==> src/rtl/ccs_pkg.sv <==
// Shared types and character constants for the C comment stripper.
`default_nettype none

package ccs_pkg;

  localparam logic [7:0] CH_SLASH  = 8'h2F;
  localparam logic [7:0] CH_STAR   = 8'h2A;
  localparam logic [7:0] CH_SQUOTE = 8'h27;
  localparam logic [7:0] CH_DQUOTE = 8'h22;
  localparam logic [7:0] CH_BSLASH = 8'h5C;
  localparam logic [7:0] CH_SPACE  = 8'h20;
  localparam logic [7:0] CH_TAB    = 8'h09;

  // Depth of the command queue between front and back.
  localparam int unsigned QDEPTH = 2;

  typedef enum logic [1:0] {
    OP_NONE,
    OP_CHAR,
    OP_EOL
  } ccs_op_e;

  // One classified request: an optional held slash to keep first, then one operation.
  typedef struct packed {
    logic       slash;
    ccs_op_e    op;
    logic [7:0] ch;
    logic       empty;
  } ccs_cmd_t;

endpackage

`default_nettype wire

==> src/rtl/ccs_front.sv <==
// Front scanner: tracks literal and comment modes and classifies each character.
`default_nettype none

module ccs_front (
  input  wire logic            clk_i,
  input  wire logic            rst_ni,
  input  wire logic            acc_i,
  input  wire logic [7:0]      ch_i,
  input  wire logic            eol_i,
  output logic                 enq_o,
  output ccs_pkg::ccs_cmd_t    cmd_o
);
  import ccs_pkg::*;

  localparam logic [1:0] MODE_CODE  = 2'd0;
  localparam logic [1:0] MODE_SQ    = 2'd1;
  localparam logic [1:0] MODE_DQ    = 2'd2;
  localparam logic [1:0] MODE_BLOCK = 2'd3;

  logic [1:0] mode_q, mode_d;
  logic       held_q, held_d;
  logic       skip_q, skip_d;
  logic       lc_q, lc_d;
  logic       has_q, has_d;
  logic       do_code;
  logic [7:0] quote;

  always_comb begin
    mode_d     = mode_q;
    held_d     = held_q;
    skip_d     = skip_q;
    lc_d       = lc_q;
    has_d      = has_q;
    do_code    = 1'b0;
    quote      = (mode_q == MODE_SQ) ? CH_SQUOTE : CH_DQUOTE;
    cmd_o.slash = 1'b0;
    cmd_o.op    = OP_NONE;
    cmd_o.ch    = ch_i;
    cmd_o.empty = !has_q;
    if (acc_i) begin
      if (eol_i) begin
        cmd_o.slash = held_q && (mode_q == MODE_CODE);
        cmd_o.op    = OP_EOL;
        held_d      = 1'b0;
        skip_d      = 1'b0;
        lc_d        = 1'b0;
        has_d       = 1'b0;
      end else begin
        has_d = 1'b1;
        if (lc_q) begin
          has_d = 1'b1;
        end else if (mode_q == MODE_BLOCK) begin
          if (held_q && ch_i == CH_SLASH) begin
            mode_d = MODE_CODE;
            held_d = 1'b0;
          end else begin
            held_d = (ch_i == CH_STAR);
          end
        end else if (mode_q == MODE_SQ || mode_q == MODE_DQ) begin
          if (skip_q) begin
            skip_d = 1'b0;
          end else if (ch_i == quote) begin
            mode_d = MODE_CODE;
          end else if (ch_i == CH_BSLASH) begin
            skip_d = 1'b1;
          end
          cmd_o.op = OP_CHAR;
        end else if (held_q) begin
          held_d = 1'b0;
          if (ch_i == CH_SLASH) begin
            lc_d = 1'b1;
          end else if (ch_i == CH_STAR) begin
            mode_d = MODE_BLOCK;
          end else begin
            // The held slash was an ordinary character after all.
            cmd_o.slash = 1'b1;
            do_code     = 1'b1;
          end
        end else begin
          do_code = 1'b1;
        end

        if (do_code) begin
          if (ch_i == CH_SQUOTE) begin
            mode_d   = MODE_SQ;
            cmd_o.op = OP_CHAR;
          end else if (ch_i == CH_DQUOTE) begin
            mode_d   = MODE_DQ;
            cmd_o.op = OP_CHAR;
          end else if (ch_i == CH_SLASH) begin
            held_d = 1'b1;
          end else begin
            cmd_o.op = OP_CHAR;
          end
        end
      end
    end
  end

  assign enq_o = acc_i && (cmd_o.slash || cmd_o.op != OP_NONE);

  always_ff @(posedge clk_i or negedge rst_ni) begin
    if (!rst_ni) begin
      mode_q <= MODE_CODE;
      held_q <= 1'b0;
      skip_q <= 1'b0;
      lc_q   <= 1'b0;
      has_q  <= 1'b0;
    end else begin
      mode_q <= mode_d;
      held_q <= held_d;
      skip_q <= skip_d;
      lc_q   <= lc_d;
      has_q  <= has_d;
    end
  end

endmodule

`default_nettype wire

==> src/rtl/ccs_queue.sv <==
// Short command queue that decouples the front scanner from the back emitter.
`default_nettype none

module ccs_queue (
  input  wire logic              clk_i,
  input  wire logic              rst_ni,
  input  wire logic              enq_i,
  input  wire ccs_pkg::ccs_cmd_t cmd_i,
  input  wire logic              deq_i,
  output ccs_pkg::ccs_cmd_t      head_o,
  output logic                   vld_o,
  output logic                   full_o
);
  import ccs_pkg::*;

  localparam int unsigned PW = $clog2(QDEPTH);
  localparam int unsigned CW = $clog2(QDEPTH + 1);

  ccs_cmd_t        mem_q [QDEPTH];
  logic [PW-1:0]   wp_q, rp_q;
  logic [CW-1:0]   cnt_q;
  logic            do_enq, do_deq;

  assign do_enq = enq_i && !full_o;
  assign do_deq = deq_i && vld_o;
  assign vld_o  = (cnt_q != '0);
  assign full_o = (cnt_q == CW'(QDEPTH));
  assign head_o = mem_q[rp_q];

  always_ff @(posedge clk_i) begin
    if (do_enq) begin
      mem_q[wp_q] <= cmd_i;
    end
  end

  always_ff @(posedge clk_i or negedge rst_ni) begin
    if (!rst_ni) begin
      wp_q  <= '0;
      rp_q  <= '0;
      cnt_q <= '0;
    end else begin
      if (do_enq) begin
        wp_q <= (wp_q == PW'(QDEPTH - 1)) ? '0 : wp_q + PW'(1);
      end
      if (do_deq) begin
        rp_q <= (rp_q == PW'(QDEPTH - 1)) ? '0 : rp_q + PW'(1);
      end
      cnt_q <= cnt_q + CW'(do_enq) - CW'(do_deq);
    end
  end

endmodule

`default_nettype wire

==> src/rtl/ccs_back.sv <==
// Back emitter: holds leading blanks, decides kept lines and drives the result register.
`default_nettype none

module ccs_back #(
  parameter int unsigned BLANK_MAX = 62
) (
  input  wire logic              clk_i,
  input  wire logic              rst_ni,
  input  wire ccs_pkg::ccs_cmd_t head_i,
  input  wire logic              vld_i,
  output logic                   deq_o,
  input  wire logic              pop_i,
  output logic                   out_vld_o,
  output logic [7:0]             out_ch_o,
  output logic                   out_eol_o,
  output logic                   overflow_o,
  output logic                   last_o
);
  import ccs_pkg::*;

  localparam int unsigned CW = $clog2(BLANK_MAX + 1);

  localparam logic ST_RUN   = 1'b0;
  localparam logic ST_FLUSH = 1'b1;

  logic                 state_q, state_d;
  logic                 kept_q, kept_d;
  logic                 sdone_q, sdone_d;
  logic                 fovf_q, fovf_d;
  logic [CW-1:0]        cnt_q, cnt_d;
  logic [BLANK_MAX-1:0] kinds_q, kinds_d;

  logic                 vld_q;
  logic [7:0]           ch_q;
  logic                 eol_q, ovf_q, last_q;

  logic                 out_free, step;
  logic                 part_slash, cur_eol, cur_last, cur_blank, part_done;
  logic [7:0]           cur_ch;
  logic                 emit, e_eol, e_ovf, e_last;
  logic [7:0]           e_ch;

  assign out_free   = !vld_q || pop_i;
  assign step       = vld_i && out_free;
  assign part_slash = head_i.slash && !sdone_q;
  assign cur_ch     = part_slash ? CH_SLASH : head_i.ch;
  assign cur_eol    = !part_slash && (head_i.op == OP_EOL);
  assign cur_last   = part_slash ? (head_i.op == OP_NONE) : 1'b1;
  assign cur_blank  = (cur_ch == CH_SPACE) || (cur_ch == CH_TAB);

  always_comb begin
    state_d   = state_q;
    kept_d    = kept_q;
    sdone_d   = sdone_q;
    fovf_d    = fovf_q;
    cnt_d     = cnt_q;
    kinds_d   = kinds_q;
    part_done = 1'b0;
    emit      = 1'b0;
    e_ch      = cur_ch;
    e_eol     = 1'b0;
    e_ovf     = 1'b0;
    e_last    = 1'b0;
    if (step) begin
      if (state_q == ST_FLUSH) begin
        if (cnt_q != '0) begin
          emit    = 1'b1;
          e_ch    = kinds_q[0] ? CH_TAB : CH_SPACE;
          e_ovf   = fovf_q;
          kinds_d = kinds_q >> 1;
          cnt_d   = cnt_q - CW'(1);
        end else begin
          emit      = 1'b1;
          e_ovf     = fovf_q;
          e_last    = cur_last;
          kept_d    = kept_q || !fovf_q;
          state_d   = ST_RUN;
          part_done = 1'b1;
        end
      end else if (cur_eol) begin
        emit      = kept_q || head_i.empty;
        e_ch      = '0;
        e_eol     = 1'b1;
        e_last    = 1'b1;
        kept_d    = 1'b0;
        cnt_d     = '0;
        kinds_d   = '0;
        part_done = 1'b1;
      end else if (cur_blank && !kept_q) begin
        if (cnt_q != CW'(BLANK_MAX)) begin
          kinds_d   = kinds_q | (BLANK_MAX'(cur_ch == CH_TAB) << cnt_q);
          cnt_d     = cnt_q + CW'(1);
          part_done = 1'b1;
        end else begin
          // A full buffer goes out undecided, followed by this blank.
          state_d = ST_FLUSH;
          fovf_d  = 1'b1;
        end
      end else if (!kept_q && cnt_q != '0) begin
        state_d = ST_FLUSH;
        fovf_d  = 1'b0;
      end else begin
        emit      = 1'b1;
        e_last    = cur_last;
        kept_d    = 1'b1;
        part_done = 1'b1;
      end

      if (part_done) begin
        sdone_d = part_slash && (head_i.op != OP_NONE);
      end
    end
  end

  assign deq_o = part_done && !sdone_d;

  always_ff @(posedge clk_i or negedge rst_ni) begin
    if (!rst_ni) begin
      state_q <= ST_RUN;
      kept_q  <= 1'b0;
      sdone_q <= 1'b0;
      fovf_q  <= 1'b0;
      cnt_q   <= '0;
      kinds_q <= '0;
      vld_q   <= 1'b0;
    end else begin
      state_q <= state_d;
      kept_q  <= kept_d;
      sdone_q <= sdone_d;
      fovf_q  <= fovf_d;
      cnt_q   <= cnt_d;
      kinds_q <= kinds_d;
      if (emit) begin
        vld_q <= 1'b1;
      end else if (pop_i) begin
        vld_q <= 1'b0;
      end
    end
  end

  always_ff @(posedge clk_i) begin
    if (emit) begin
      ch_q   <= e_ch;
      eol_q  <= e_eol;
      ovf_q  <= e_ovf;
      last_q <= e_last;
    end
  end

  assign out_vld_o  = vld_q;
  assign out_ch_o   = ch_q;
  assign out_eol_o  = eol_q;
  assign overflow_o = ovf_q;
  assign last_o     = last_q;

endmodule

`default_nettype wire

==> src/rtl/c_comment_stripper.sv <==
// C comment stripper: the scanner front takes one character or line end per cycle while
// full is low and classifies it into a request for a two-entry queue; the back part turns
// each request into results at most one per cycle through its result register while results
// are popped. A request yields at most one result of its own, or two when a held slash
// proves to be an ordinary character, after any leading blanks it releases. Input stalls
// (full high) when the queue fills, as when a blank flush or an unpopped result side holds
// up the back part. Results carry last on the final result caused by an input item.
`default_nettype none

module c_comment_stripper #(
  parameter int unsigned BLANK_MAX = 62
) (
  input  wire logic       clk_i,
  input  wire logic       rst_ni,
  input  wire logic       push,
  output logic            full,
  input  wire logic [7:0] ch_i,
  input  wire logic       eol_i,
  output logic            empty,
  input  wire logic       pop,
  output logic [7:0]      out_ch_o,
  output logic            out_eol_o,
  output logic            overflow_o,
  output logic            last_o
);
  import ccs_pkg::*;

  logic     acc, enq, deq, head_vld, q_full, out_vld;
  ccs_cmd_t cmd, head;

  assign full  = q_full;
  assign acc   = push && !q_full;
  assign empty = !out_vld;

  ccs_front u_front (
    .clk_i  (clk_i),
    .rst_ni (rst_ni),
    .acc_i  (acc),
    .ch_i   (ch_i),
    .eol_i  (eol_i),
    .enq_o  (enq),
    .cmd_o  (cmd)
  );

  ccs_queue u_queue (
    .clk_i  (clk_i),
    .rst_ni (rst_ni),
    .enq_i  (enq),
    .cmd_i  (cmd),
    .deq_i  (deq),
    .head_o (head),
    .vld_o  (head_vld),
    .full_o (q_full)
  );

  ccs_back #(
    .BLANK_MAX (BLANK_MAX)
  ) u_back (
    .clk_i      (clk_i),
    .rst_ni     (rst_ni),
    .head_i     (head),
    .vld_i      (head_vld),
    .deq_o      (deq),
    .pop_i      (pop),
    .out_vld_o  (out_vld),
    .out_ch_o   (out_ch_o),
    .out_eol_o  (out_eol_o),
    .overflow_o (overflow_o),
    .last_o     (last_o)
  );

endmodule

`default_nettype wire

==> config.mk <==
export PLATFORM = sky130hd
export DESIGN_NAME = c_comment_stripper
export DESIGN_NICKNAME = d
export VERILOG_FILES = /design/src/rtl/ccs_pkg.sv /design/src/rtl/ccs_front.sv /design/src/rtl/ccs_queue.sv /design/src/rtl/ccs_back.sv /design/src/rtl/c_comment_stripper.sv
export SDC_FILE = /design/constraint.sdc
export NUM_CORES = 1
export LEC_CHECK = 0
export BUFFER_PORTS_ARGS = -buffer_cell sky130_fd_sc_hd__buf_2
export CAP_MARGIN = 20
export CORE_AREA = 2 2 142 144
export CTS_CLUSTER_DIAMETER = 30
export DETAILED_ROUTE_END_ITERATION = 6
export DIE_AREA = 0 0 144 146
export PLACE_DENSITY = 0.56
export SYNTH_ARGS = -nofsm -noshare
export SYNTH_HDL_FRONTEND = slang
export SYNTH_HIERARCHICAL = 1
export SYNTH_SLANG_ARGS = --single-unit
==> constraint.sdc <==
create_clock -name clk_i -period 7.4 [get_ports clk_i]
set_input_delay 0.37 -clock clk_i [delete_from_list [all_inputs] [get_ports clk_i]]
set_output_delay 0.37 -clock clk_i [all_outputs]
set_load 0.05 [all_outputs]
Word-level counts from Yosys, hierarchy flattened
Memory sizes are Yosys's and may differ from the RTL's.
Cells that the tools add are included.
Widths: inputs -> output; s select.
{"block": "word_totals", "regBits": 94, "latchBits": 0, "mem_bits_rw": 24, "mem_bits_ro": 0, "inputBits": 13, "output_inout_bits": 13, "word_cells": 210, "mem_count": 1}
{"memory": "u_queue.mem_q", "words": 2, "width": 12, "rd": 1, "rd_clocked_by_memory_dff": 0, "write_ports": 1, "line": "ccs_queue.sv:19", "text": "ccs_cmd_t mem_q [QDEPTH];"}
{"block": "classes", "n_addsub": 6, "mul": 0, "n_div": 0, "magnitude_cmp": 0, "n_eq_ne": 21, "shift": 1, "muxes": 112, "bitwise": 5, "n_reduce_logical": 45}
{"op": "$mux 62", "n": 5}
{"op": "$mux 1", "n": 75}
{"op": "$or 62x62->62", "n": 1}
{"op": "$shl 1x6->62", "n": 1}
{"op": "$eq 8x6->1 const B", "n": 5}
{"op": "$mux 8", "n": 5}
{"op": "$mux 6", "n": 6}
{"op": "$mux 2", "n": 16}
{"op": "$mux 3", "n": 5}
{"op": "$logic_and 1x1->1", "n": 13}
{"op": "$reduce_and 4->1", "n": 3}
{"op": "$reduce_bool 2->1", "n": 6}
{"op": "$ne 2x2->1 const B", "n": 5}
{"op": "$eq 2x2->1 const B", "n": 4}
{"op": "$eq 8x4->1 const B", "n": 1}
{"op": "$eq 8x7->1 const B", "n": 1}
{"op": "$eq 8x8->1", "n": 1}
{"op": "$logic_not 1->1", "n": 8}
{"op": "$add 6x1->6 const B", "n": 1}
{"op": "$logic_or 1x1->1", "n": 6}
{"op": "$ne 3x1->1 const B", "n": 2}
{"op": "$ne 6x6->1 const B", "n": 1}
{"op": "$reduce_bool 3->1", "n": 2}
{"op": "$reduce_bool 6->1", "n": 1}
{"op": "10 further kinds", "n": 16}

Depth between registers and ports, before layout
{"block": "logic_depth", "ltp_word": 19, "depth_mapped": 14, "mapped_depth_nobuf": 12}

Modules after synthesis
Netlist, hierarchy kept.
{"module": "ccs_back", "instances": 1, "cells_per_inst": 463, "area_each_um2": 4310.4, "seq_area_each_um2": 2157.1}
{"module": "ccs_queue", "instances": 1, "cells_per_inst": 55, "area_each_um2": 1068.5, "seq_area_each_um2": 820.8}
{"module": "ccs_front", "instances": 1, "cells_per_inst": 87, "area_each_um2": 738.2, "seq_area_each_um2": 150.1}
{"module": "c_comment_stripper", "instances": 1, "cells_per_inst": 2, "area_each_um2": 17.5, "seq_area_each_um2": 0.0}

Least setup slack after synthesis
No wires, ideal clock.
{"block": "synth_path", "path_type": "flip-flop to flip-flop", "from": "register u_queue.rp_q", "to": "register u_queue.cnt_q[1]", "setup_ns": 0.080, "arrival_ns": 3.186, "required_ns": 7.320, "slack_ns": 4.134, "stages_incl_launch_ff": 14, "n_path_buf": 1, "synth_period_minus_slack_ns": 3.266, "cell_sequence": "dfrtp_1 -> buf_4 -> mux2_2 -> or4_4 -> a2111oi_2 -> mux2i_1 -> nor2_1 -> nor2_1 -> and2_4 -> ha_1 -> inv_1 -> ha_1 -> xnor2_1 -> xnor2_1"}
{"item": "start, declared", "line": "ccs_queue.sv:20", "text": "logic [PW-1:0] wp_q, rp_q;"}
{"item": "start signal, assigned", "line": "ccs_queue.sv:46", "text": "rp_q <= (rp_q == PW'(QDEPTH - 1)) ? '0 : rp_q + PW'(1);"}
{"item": "end signal, assigned", "line": "ccs_queue.sv:48", "text": "cnt_q <= cnt_q + CW'(do_enq) - CW'(do_deq);"}
{"item": "end, declared", "line": "ccs_queue.sv:21", "text": "logic [CW-1:0] cnt_q;"}

==> flow_summary.ini <==
[status]
status = completed

[cts]
cts.sinks = 118
post_cts_resized = 0
clk_latency_ps = 410
cts_setup_buffers = 0
htree_levels = 4
cts_root_buf = clkbuf_16
cts_tree = yes
postCtsHoldBufs = 1
cts_max_path_buffers = 2
cts.reportedPaths.clkPinSlew_ps = 60
numCtsBuffers = 17

[synthesis]
synth_xor_area_share_pct = 0.714
ys_seq_area_share_pct = 51.0
synth-edff-count = 35
ys.flop_type = dfrtp_1
yosysWarnings = 6
synth_compound_area_share_pct = 21.2
netlist_area_um2 = 6130
synth_top_family_by_area = compound AO/OA/AOI/OAI gates
syn_nets = 629
syn_avg_cell_area_um2 = 10.1
synth.distinct_cells = 72
muxShareOfSynthArea_pct = 2.53
synthArstFlopShare_pct = 70.3
synthSimpleGateAreaFrac_pct = 17.6
synth_adder_area_share_pct = 1.84
syn_inst = 607
synth_seq_cells = 118

[sta]
setup_ws_ps = 3700
max_slew_margin_pct = 33.1
rsz0062_at_grt = no
worstMarginPinSlew_ps = 1000
hold_viol_final = 0
post-route-period-util_pct = 49.9
setup_tns_ps = 0
fmax_mhz = 271
period_minus_slack_ps = 3700
setup_violations = 0
finClkSkew_ps = 8.05
finalMaxSlewViolations = 0

[die]
die_area_um2 = 21000
placementRows = 51
die_w_um = 144
die_height_um = 146
ioPinCount = 26
core_area_um2 = 19300
start_util_pct = 31.7

[global_routing]
first_global_vias = 4846
grt_usage_pct = 14.8
grt_max_degree = 75
grt_pass1_wl_um = 24800
antenna_found_initial = 0
overflow = 0

[layout]
antenna_cells = 0
fill_cells = 1945
synthToLayoutAreaGrowth_pct = 13.1
nets = 631
layout_common_cells = nand2_1, dfrtp_1, o21ai_0
drive_gt1_share_pct = 15.1
final_common_cell = nand2_1

[drt]
drc = 0
drt_iter0_markers = 279
dr.pass1.iters = 5
viasPerCell = 5.24
post_drt_wl_per_cell_um = 16.5
wirelength_um = 14700
vias = 4645
antenna_left = 0

[flow_run]
drv_cap = 0

[setup_path]
critPathMaxStageDelay_ps = 660
required_ps = 7720
path_class = flop to flop
end_kind = flop
path_cells = mux2_2, or4_4, a2111oi_2, mux2i_1, nor2_1, nor2_1, and2_4, ha_1, inv_1, ha_1, xnor2_1, xnor2_1
path_buf_inv = 1
crit_fanout = 13
slowest_stage = dfrtp_1
startpoint_type = flop
crit_arrival_ps = 4020
cpLargestDelayFamily = simple AND/OR/NAND/NOR gates

[placement]
dp_slack_ps = 3700
place_hpwl_um = 9650
place.port_buffers = 25
globalplace.congestion = 0.889

[power]
p_per_area_nw_per_um2 = 389
peakVddDrop_mv = 0.205
leakagePower_nw = 2.76
power_w = 0.00270

[worst_hold_path]
min_path_type = input pin to flop
## routing by layer
metal  track usage [%]  vias to the layer above  routed length, µm
met3              3.55                       19                505
met1              19.2                     2313               6940
met5                 0                        -                  0
met2              24.1                       85               7000
met4              4.61                        0                219
li1                  -                     2228                  -
## metrics by stage
step / hold slack, ps / instances / instance area [µm²] / util [%]
2_1_floorplan: 74.4 / 607 / 6130 / -
3_3_place_gp: 283 / 854 / 6390 / 33.0
3_5_place_dp: 289 / 854 / 6390 / 33.0
4_1_cts: 174 / 887 / 6940 / 35.9
5_1_grt: 173 / 887 / 6940 / 35.9
6_report: 192 / 887 / 6940 / 35.9
## power breakdown
part	switching (W)	internal (W)
combinational	0.000767	0.000275
clock	0.000291	0.000455
sequential	0.000100	0.000811
## cells in the mapped netlist, types with 4 or more instances
master    instances  area, µm²
a21oi_1          14       70.1
a22o_1           43        377
a22oi_1          18        135
a31oi_1           4       25.0
and2_1            6       37.5
and3_1           14       87.6
buf_2             6       30.0
buf_4             9       67.6
clkbuf_1         29        109
dfrtp_1          83       2080
edfxtp_1         35       1050
ha_1              9        113
inv_1            17       63.8
mux2_2           12        135
nand2_1          86        323
nand2b_1          4       25.0
nand3_1          17       85.1
nand3b_1          5       37.5
nand4_1           5       31.3
nor2_1           24       90.1
nor2b_1           6       37.5
nor3_1            5       25.0
nor4_2            4       50.1
o21a_1            4       30.0
o21ai_0          78        390
o31ai_1           5       37.5
xnor2_1           4       35.0
## cells by family after synthesis
family,count (synthesis)
AOI/OAI and AO/OA,193
xor gates and xnor gates,5
adders and majority gates,9
buffers and inverters,66
DFF,118
muxes,14
and+or+nand+nor,202
## registers in the layout (all words and copies together), names as in the netlist
register and flops:
u_back/out_eol_o 1, u_back/fovf_q 1, u_front/lc_q 1, u_back/sdone_q 1, u_back/out_vld_o 1, u_back/out_ch_o 8
u_back/last_o 1, u_front/held_q 1, u_back/kinds_q 62, u_front/skip_q 1, u_back/overflow_o 1, u_front/mode_q 2
u_front/has_q 1, u_queue/cnt_q 2, u_queue/mem_q 24, u_back/cnt_q 6, u_queue/rp_q 1, u_back/state_q 1
u_back/kept_q 1, u_queue/wp_q 1
## path summary, 6_finish.rpt
kind / from / endpoint / slack [ps] / cells after the start
min reg2reg: u_back/kinds_q[10] / u_back/kinds_q[10] / 480 / 2
max in group asynchronous: rst_ni / u_back/state_q / 5830 / 3
max: u_queue/rp_q / u_queue/cnt_q[1] / 3700 / 12
min: ch_i[6] / u_queue/mem_q[1][7] / 190 / 1
max reg2reg: u_queue/rp_q / u_queue/cnt_q[1] / 3700 / 12
min in group asynchronous: rst_ni / u_back/kinds_q[36] / 400 / 2
## worst register-to-register path: stages (launching register included)
cell and delay [ps]:
dfrtp_1 660, mux2_2 420, or4_4 580, a2111oi_2 550, mux2i_1 360, nor2_1 100, nor2_1 100, and2_4 150
ha_1 220, inv_1 50, ha_1 140, xnor2_1 140, xnor2_1 150
## layout make-up
cell class              count  area [µm²]  area share (%)
flip-flops and latches    118        3130            45.1
multi-input cells         423        2700            38.8
clock inverters            15         114            1.64
clock buffers              17         425            6.13
repair buffers             31         175            2.52
inverters                  18        67.6           0.974
well taps                 265         332            4.78
Power figures use the tool's default switching activity.
